`config.mk`:
```
export PLATFORM = sky130hd
export DESIGN_NAME = pmd_ctrl
export DESIGN_NICKNAME = d
export VERILOG_FILES = /design/src/hdl/pmd_pkg.sv /design/src/hdl/pmd_ctrl.sv
export SDC_FILE = /design/constraint.sdc
export NUM_CORES = 1
export LEC_CHECK = 0
export ABC_AREA = 1
export BUFFER_PORTS_ARGS = -buffer_cell sky130_fd_sc_hd__buf_2
export CORE_AREA = 2 2 45 47
export CTS_CLUSTER_SIZE = 30
export DETAILED_ROUTE_END_ITERATION = 10
export DIE_AREA = 0 0 47 49
export PLACE_DENSITY_LB_ADDON = 0.08
export SETUP_SLACK_MARGIN = 0.02
export SLEW_MARGIN = 20
export SYNTH_ARGS = -nofsm -noshare
export SYNTH_HDL_FRONTEND = slang
export SYNTH_SLANG_ARGS = --single-unit
export TNS_END_PERCENT = 100
```
`constraint.sdc`:
```
create_clock -name clock -period 2.45 [get_ports clock]
set_input_delay 0.3675 -clock clock [delete_from_list [all_inputs] [get_ports clock]]
set_output_delay 0.3675 -clock clock [all_outputs]
set_load 0.01 [all_outputs]
```
`src/hdl/pmd_pkg.sv`:
```
// Shared types and constants for the plasma midpoint displacement block.
// Used by pmd_ctrl, pmd_dp and plasma_midpoint_displacement; no dependencies.
package pmd_pkg;

   // Fixed field widths
   localparam int GRID_BITS     = 20;   // signed height word, 16 fraction bits
   localparam int SAMPLE_BITS   = 17;
   localparam int CORNER_BITS   = 17;
   localparam int CFG_SIZE_BITS = 9;
   localparam int CSR_IDX_BITS  = 3;
   localparam int CSR_DATA_BITS = 17;
   localparam int LEVEL_BITS    = 4;
   localparam int OUT_BITS      = 8;

   localparam int CFG_SIZE_RESET = 256;
   localparam int HALF_ONE       = 32768;
   localparam int FULL_ONE       = 65536;
   localparam logic [LEVEL_BITS-1:0] LEVEL_MAX = 4'd15;

   // Sequencer step counts
   localparam logic [2:0] CORNER_LAST = 3'd3;
   localparam logic [2:0] READ_LAST   = 3'd3;
   localparam logic [2:0] WRITE_LAST  = 3'd4;
   localparam logic [2:0] PUSH_LAST   = 3'd3;

   localparam logic OP_RESTART = 1'b0;
   localparam logic OP_STEP    = 1'b1;

   typedef enum logic [CSR_IDX_BITS-1:0] {
      CSR_GRID_WIDTH   = 3'd0,
      CSR_GRID_HEIGHT  = 3'd1,
      CSR_CORNER_TL    = 3'd2,
      CSR_CORNER_TR    = 3'd3,
      CSR_CORNER_BL    = 3'd4,
      CSR_CORNER_BR    = 3'd5
   } csr_index_type;

   typedef enum logic [3:0] {
      ST_IDLE,
      ST_CLEAR,
      ST_CORNER,
      ST_QREAD,
      ST_CHECK,
      ST_GREAD,
      ST_GWAIT,
      ST_CALC,
      ST_WRITE,
      ST_RESP
   } state_type;

   typedef enum logic [1:0] {
      RSP_ZERO,
      RSP_FINISHED,
      RSP_SKIP,
      RSP_DRAWN
   } rsp_kind_type;

   typedef struct packed {
      logic         start_restart;
      logic         start_step;
      logic         clr_wr;
      logic         corner_wr;
      logic         root_push;
      logic         q_pop;
      logic         g_rd;
      logic         calc;
      logic         g_wr;
      logic         q_push;
      logic [2:0]   idx;
      logic         rsp_fire;
      rsp_kind_type rsp_kind;
   } cmd_type;

   typedef struct packed {
      logic q_empty;
      logic skip;
      logic clr_last;
   } status_type;

endpackage

```
`src/hdl/pmd_ctrl.sv`:
```
// Sequencer for the plasma midpoint displacement block.
// Depends on pmd_pkg; drives pmd_dp through cmd_type, reads status_type.
module pmd_ctrl
   import pmd_pkg::*;
(
   input  logic       clock,
   input  logic       reset,
   input  logic       start,
   input  logic       req_op,
   input  status_type stat,
   output logic       busy,
   output cmd_type    cmd
);

   state_type    state_ff, state_in;
   logic [2:0]   step_ff, step_in;
   rsp_kind_type kind_ff, kind_in;

   always_ff @(posedge clock) begin
      if (reset) begin
         state_ff <= ST_IDLE;
         step_ff  <= 3'd0;
         kind_ff  <= RSP_ZERO;
      end else begin
         state_ff <= state_in;
         step_ff  <= step_in;
         kind_ff  <= kind_in;
      end
   end

   // next state
   always_comb begin
      state_in = state_ff;
      step_in  = step_ff;
      kind_in  = kind_ff;
      unique case (state_ff)
         ST_IDLE: begin
            step_in = 3'd0;
            if (start && req_op == OP_RESTART) begin
               state_in = ST_CLEAR;
               kind_in  = RSP_ZERO;
            end else if (start) begin
               if (stat.q_empty) begin
                  state_in = ST_RESP;
                  kind_in  = RSP_FINISHED;
               end else begin
                  state_in = ST_QREAD;
               end
            end
         end
         ST_CLEAR: begin
            if (stat.clr_last) begin
               state_in = ST_CORNER;
            end
         end
         ST_CORNER: begin
            if (step_ff == CORNER_LAST) begin
               state_in = ST_RESP;
               step_in  = 3'd0;
            end else begin
               step_in = step_ff + 3'd1;
            end
         end
         ST_QREAD: state_in = ST_CHECK;
         ST_CHECK: begin
            step_in = 3'd0;
            if (stat.skip) begin
               state_in = ST_RESP;
               kind_in  = RSP_SKIP;
            end else begin
               state_in = ST_GREAD;
            end
         end
         ST_GREAD: begin
            if (step_ff == READ_LAST) begin
               state_in = ST_GWAIT;
               step_in  = 3'd0;
            end else begin
               step_in = step_ff + 3'd1;
            end
         end
         ST_GWAIT: state_in = ST_CALC;
         ST_CALC: begin
            state_in = ST_WRITE;
            step_in  = 3'd0;
         end
         ST_WRITE: begin
            if (step_ff == WRITE_LAST) begin
               state_in = ST_RESP;
               step_in  = 3'd0;
               kind_in  = RSP_DRAWN;
            end else begin
               step_in = step_ff + 3'd1;
            end
         end
         ST_RESP: state_in = ST_IDLE;
         default: state_in = ST_IDLE;
      endcase
   end

   // outputs
   always_comb begin
      cmd          = '0;
      cmd.idx      = step_ff;
      cmd.rsp_kind = kind_ff;
      busy         = 1'b1;
      unique case (state_ff)
         ST_IDLE: begin
            busy              = 1'b0;
            cmd.start_restart = start && req_op == OP_RESTART;
            cmd.start_step    = start && req_op == OP_STEP;
         end
         ST_CLEAR:  cmd.clr_wr = 1'b1;
         ST_CORNER: begin
            cmd.corner_wr = 1'b1;
            cmd.root_push = step_ff == 3'd0;
         end
         ST_QREAD:  cmd.q_pop = 1'b1;
         ST_CHECK:  cmd.idx = 3'd0;
         ST_GREAD:  cmd.g_rd = 1'b1;
         ST_GWAIT:  cmd.idx = 3'd0;
         ST_CALC:   cmd.calc = 1'b1;
         ST_WRITE: begin
            cmd.g_wr   = 1'b1;
            cmd.q_push = step_ff <= PUSH_LAST;
         end
         ST_RESP:   cmd.rsp_fire = 1'b1;
         default:   cmd = '0;
      endcase
   end

`ifndef SYNTH
   a_step_bound: assert property (@(posedge clock) disable iff (reset)
      (state_ff == ST_GREAD || state_ff == ST_CORNER) |-> step_ff <= READ_LAST)
      else $error("step counter out of range in read/corner sweep");
   a_fire_once: assert property (@(posedge clock) disable iff (reset)
      cmd.rsp_fire |=> !cmd.rsp_fire && state_ff == ST_IDLE)
      else $error("response fired twice");
`endif

endmodule

```
* Yosys cells after proc, flatten, opt, wreduce, memory -nomap -nowiden
Cells that the tools add are included.
** Word-level totals
- Flip-flop bits (word level) :: 9
- Input bits :: 7
- Output and inout port bits :: 17
- Word-level logic and storage cells :: 65
** Operators by class
- Add/sub/neg operators :: 1
- Order comparisons :: 1
- Equality and inequality tests :: 18
- Muxes and demuxes :: 29
- Bitwise gates (word level) :: 1
- Reduce and logical (&&, ||, !) cells :: 12
** Operators with widths (count)
- one-hot mux 4 bit (9 select lines) :: 1
- 2-to-1 mux 4 bit :: 8
- 2-to-1 mux 2 bit :: 9
- equality test 4 x 3 -> 1 bit (second input constant) :: 4
- inequality test 2 bit (second input constant) :: 5
- AND reduction 5 bit :: 2
- OR reduction 10 bit :: 1
- 2-to-1 mux 3 bit :: 3
- one-hot mux 3 bit (3 select lines) :: 1
- equality test 4 x 2 -> 1 bit (second input constant) :: 2
- equality test 4 bit (second input constant) :: 2
- OR reduction 8 bit :: 1
- 2-to-1 mux 1 bit :: 6
- inequality test 3 bit (second input constant) :: 2
- one-hot mux 2 bit (3 select lines) :: 1
- nonzero test 3 bit :: 2
- equality test 4 x 1 -> 1 bit (second input constant) :: 1
- zero test 4 bit :: 1
- adder 3 x 1 -> 3 bit (second input constant) :: 1
- equality test 3 x 2 -> 1 bit (second input constant) :: 1
- equality test 3 bit (second input constant) :: 1
- less-or-equal comparator 3 x 2 -> 1 bit (second input constant) :: 1
- zero test 3 bit :: 1
- OR reduction 3 bit :: 1
- other kinds (3) :: 4

* Longest topological paths before layout
- Depth after elaboration :: 4
- Mapped depth :: 9

* Worst setup path before layout
No wires, ideal clock.
- Path type :: reg2out
- From :: register state_ff[1]
- To :: output cmd[3] in the netlist's numbering
- Data arrival time :: 0.969 ns
- Data required time :: 2.082 ns
- Setup slack :: 1.114 ns
- Stages on the path, launching flop included :: 5
- Path buffers :: 0
- Path through :: dfxtp_1 inv_1 a21oi_1 o21bai_1 nor2_1
** RTL lines
- from (decl) :: RTL line pmd_ctrl.sv:15 : state_type state_ff, state_in;
- from (signal assigned) :: RTL line pmd_ctrl.sv:25 : state_ff <= state_in;
- to (decl) :: RTL line pmd_ctrl.sv:12 : output cmd_type cmd

==> results.tsv <==
stage	metric	value	unit
sta	fmax	0.5292	GHz
logic_synthesis	synth_area_per_cell	5.777	um^2
power_and_ir_drop	ir_drop	0.6755	mV
routing	drt_first_pass_iters	4	
worst_setup_path	crit_arrival	1520	ps
placement	dp_hpwl	1.674	mm
layout	stdcell_count	195	
routing	drc	0	
sta	tightest_slew	312.2	ps
power_and_ir_drop	combPwrFrac	69.0	%
power_and_ir_drop	internal_power	0.5815	mW
floorplanning	chipWidth	47	um
logic_synthesis	synthAdderAreaFrac	7.680	%
worst_setup_path	worstSetupPathType	flip-flop to output port	
floorplanning	core_area	0.001842	mm^2
clock_tree	numClockSinks	9	
logic_synthesis	synth_top_area_share	22.12	%
worst_hold_path	whs_endpoint	state_ff[1]	
sta	holdWs	324.9	ps
logic_synthesis	synth.cells.most_frequent	nor2_1, nand2_1, inv_1	
logic_synthesis	synth_top_area_cell	dfxtp_1	
placement	post-place-ws	848.7	ps
logic_synthesis	syn-cell-area	814.5	um^2
worst_setup_path	cp_slowest_stage_delay	430	ps
logic_synthesis	synth_simple_gate_area_share	48.23	%
routing	drtIter0Drc	21	
clock_tree	cts-root-buf	clkbuf_4	
layout	nets	181	
power_and_ir_drop	p_clk_share	9.5	%
worst_setup_path	cpMaxStageDelayCell	dfxtp_1	
power_and_ir_drop	power_switching	0.6824	mW
clock_tree	cts_hold_buf	0	
placement	port_buffers	23	
layout	register_area	180.2	um^2
floorplanning	die_area	0.002303	mm^2
logic_synthesis	synthMuxAreaShare	0	%
power_and_ir_drop	total_power	1.264	mW
run	drv_cap	0	
worst_setup_path	rr_worst_depth	9	
sta	slew_viol_final	0	
logic_synthesis	synth_ff_type	dfxtp_1	
sta	setup_viol	0	
clock_tree	cts_made_buffers	3	
floorplanning	start_util	44.23	%
worst_setup_path	start_kind	flip-flop	
clock_tree	cts_tree	yes	
logic_synthesis	ys_async_sr_fraction	0	%
placement	gp_congestion	0.8757	
worst_setup_path	r2r-start	step_ff[0]	
floorplanning	rows	16	
sta	finalCriticalPeriod	1890	ps
worst_setup_path	reg2reg_slack	970	ps
clock_tree	htreeDepth	1	
clock_tree	cts_resized	0	
worst_setup_path	cp-end-kind	output port	
sta	period_share	77.13	%
worst_setup_path	crit_required	2080	ps
logic_synthesis	synth-seq-cells	9	
status	status	completed	
layout	fill_cells	217	
clock_tree	clk_pin_slew_worst_paths	60	ps
grt	grt_pass1_vias	765	
layout	area_delta_synth_final	21.51	%
layout	utilization	53.74	%
layout	drive_gt1_share	26.79	%
grt	grt_pass1_wl	3.160	mm
power_and_ir_drop	p_sw_share	53.99	%
logic_synthesis	synthXorXnorAreaFrac	0	%
power_and_ir_drop	cellLeakagePower	0.5768	nW
grt	grt-ovfl-total	0	
logic_synthesis	yosysWarnings	0	
logic_synthesis	synth_top_family_by_area	simple AND/OR/NAND/NOR gates	
layout	multi_input_area	533.0	um^2
placement	placed_area	963.4	um^2
logic_synthesis	synth_cell_types	17	
worst_hold_path	hold-path-cell-count	2	
logic_synthesis	synth_compound_area_share	9.524	%
placement	dp_cells	191	
worst_hold_path	min_from	reset	
sta	hold_viol_final	0	
worst_setup_path	crit_fanout	4	
power_and_ir_drop	pwr-share-seq	21.4	%
power_and_ir_drop	power_density	1277	mW/mm^2
sta	max_slew_margin	79.16	%
layout	design_area	989.7	um^2
grt	grt_usage	18.50	%
sta	skew	0.7581	ps
routing	vias	929	
sta	tns	0	ps
sta	fin_ws	560.4	ps
layout	diodes	0	
routing	ant_nets	0	
grt	grt_max_degree	8	
clock_tree	cts.path.max_buffers	2	
logic_synthesis	yosysMostFrequentCell	nor2_1	
floorplanning	ios	24	
logic_synthesis	syn_nets	153	
clock_tree	post_cts_buffers	0	
clock_tree	insertion_delay	260	ps
routing	via_per_inst	4.764	
worst_setup_path	crit_path_cell_trace	inv_1 > a21oi_1 > o21bai_1 > nor2_1 > buf_2	
logic_synthesis	synth-seq-area-share	22.12	%
floorplanning	die_height	49	um
logic_synthesis	synthCells	141	
routing	wire_per_inst	10.39	um
worst_setup_path	r2r_end	kind_ff[1]	
logic_synthesis	synth-edff-count	0	
sta	rsz0062_at_grt	no	
grt	antenna_found_initial	0	
worst_hold_path	hold_class	input pin to flip-flop	
logic_synthesis	netlist_top_cells_area	dfxtp_1, nor2_1, nand2_1	
routing	drt-total-wl	2.027	mm
layer usage:
| layer | routed length, um | GRT usage (%) |
|---|---|---|
| met2 | 920 | 27.63 |
| met4 | 29 | 8.333 |
| met1 | 985 | 26.53 |
| met3 | 92 | 1.111 |
| met5 | 0 | 0 |
registers in the layout, summed over array words and instances, names as in the netlist:
name,count
kind_ff,2
state_ff,4
step_ff,3
logic make-up after synthesis:
logic type      Yosys count
compound gates           15
fa+ha+maj                 5
buf+inv                  27
flops                     9
simple gates             85
power by group through the flow:
stage	Clock (mW)	Combinational (mW)	Sequential, mW
after floorplan	0	0.657	0.262
after global placement	0	0.861	0.273
after detailed placement	0	0.869	0.273
after CTS	0.122	0.874	0.270
after global routing	0.129	0.983	0.280
final	0.121	0.872	0.271
worst max-delay path, delay by kind of cell, from the launching register on:
kind            cells  cell delay, ps
simple gates        1              70
buf+inv             2             240
flops               1             430
compound gates      2             510
cells in the final DEF, fill, tap and decap left out, drive strengths merged:
| cell type | Yosys | layout |
|---|---|---|
| nor2 | 37 | 37 |
| nand2 | 32 | 32 |
| inv | 27 | 27 |
| buf | 0 | 23 |
| nand3 | 11 | 11 |
| dfxtp | 9 | 9 |
| a21oi | 8 | 8 |
| o21ai | 6 | 6 |
| ha | 5 | 5 |
| nor3 | 4 | 4 |
| clkbuf | 0 | 4 |
| o21bai | 1 | 1 |
| nand4 | 1 | 1 |
final cells by class:
cell class                 instances  area share (%)
multi-input combinational        105           53.86
sequential                         9           18.20
timing repair buffer              23           11.63
inverter                          27           10.24
tap                               27           3.413
clock buffer                       4           2.655
worst max path at each step:
| stage | startpoint | endpoint | depth (start not counted) |
|---|---|---|---|
| 2_1_floorplan | state_ff[1] | cmd[3] | 4 |
| 3_3_place_gp | state_ff[1] | cmd[5] | 5 |
| 3_5_place_dp | state_ff[1] | cmd[5] | 5 |
| 4_1_cts | state_ff[1] | cmd[5] | 5 |
| 5_1_grt | state_ff[1] | cmd[5] | 5 |
| 6_report | state_ff[1] | cmd[5] | 5 |
No activity file was read; power rests on OpenSTA's default activity.
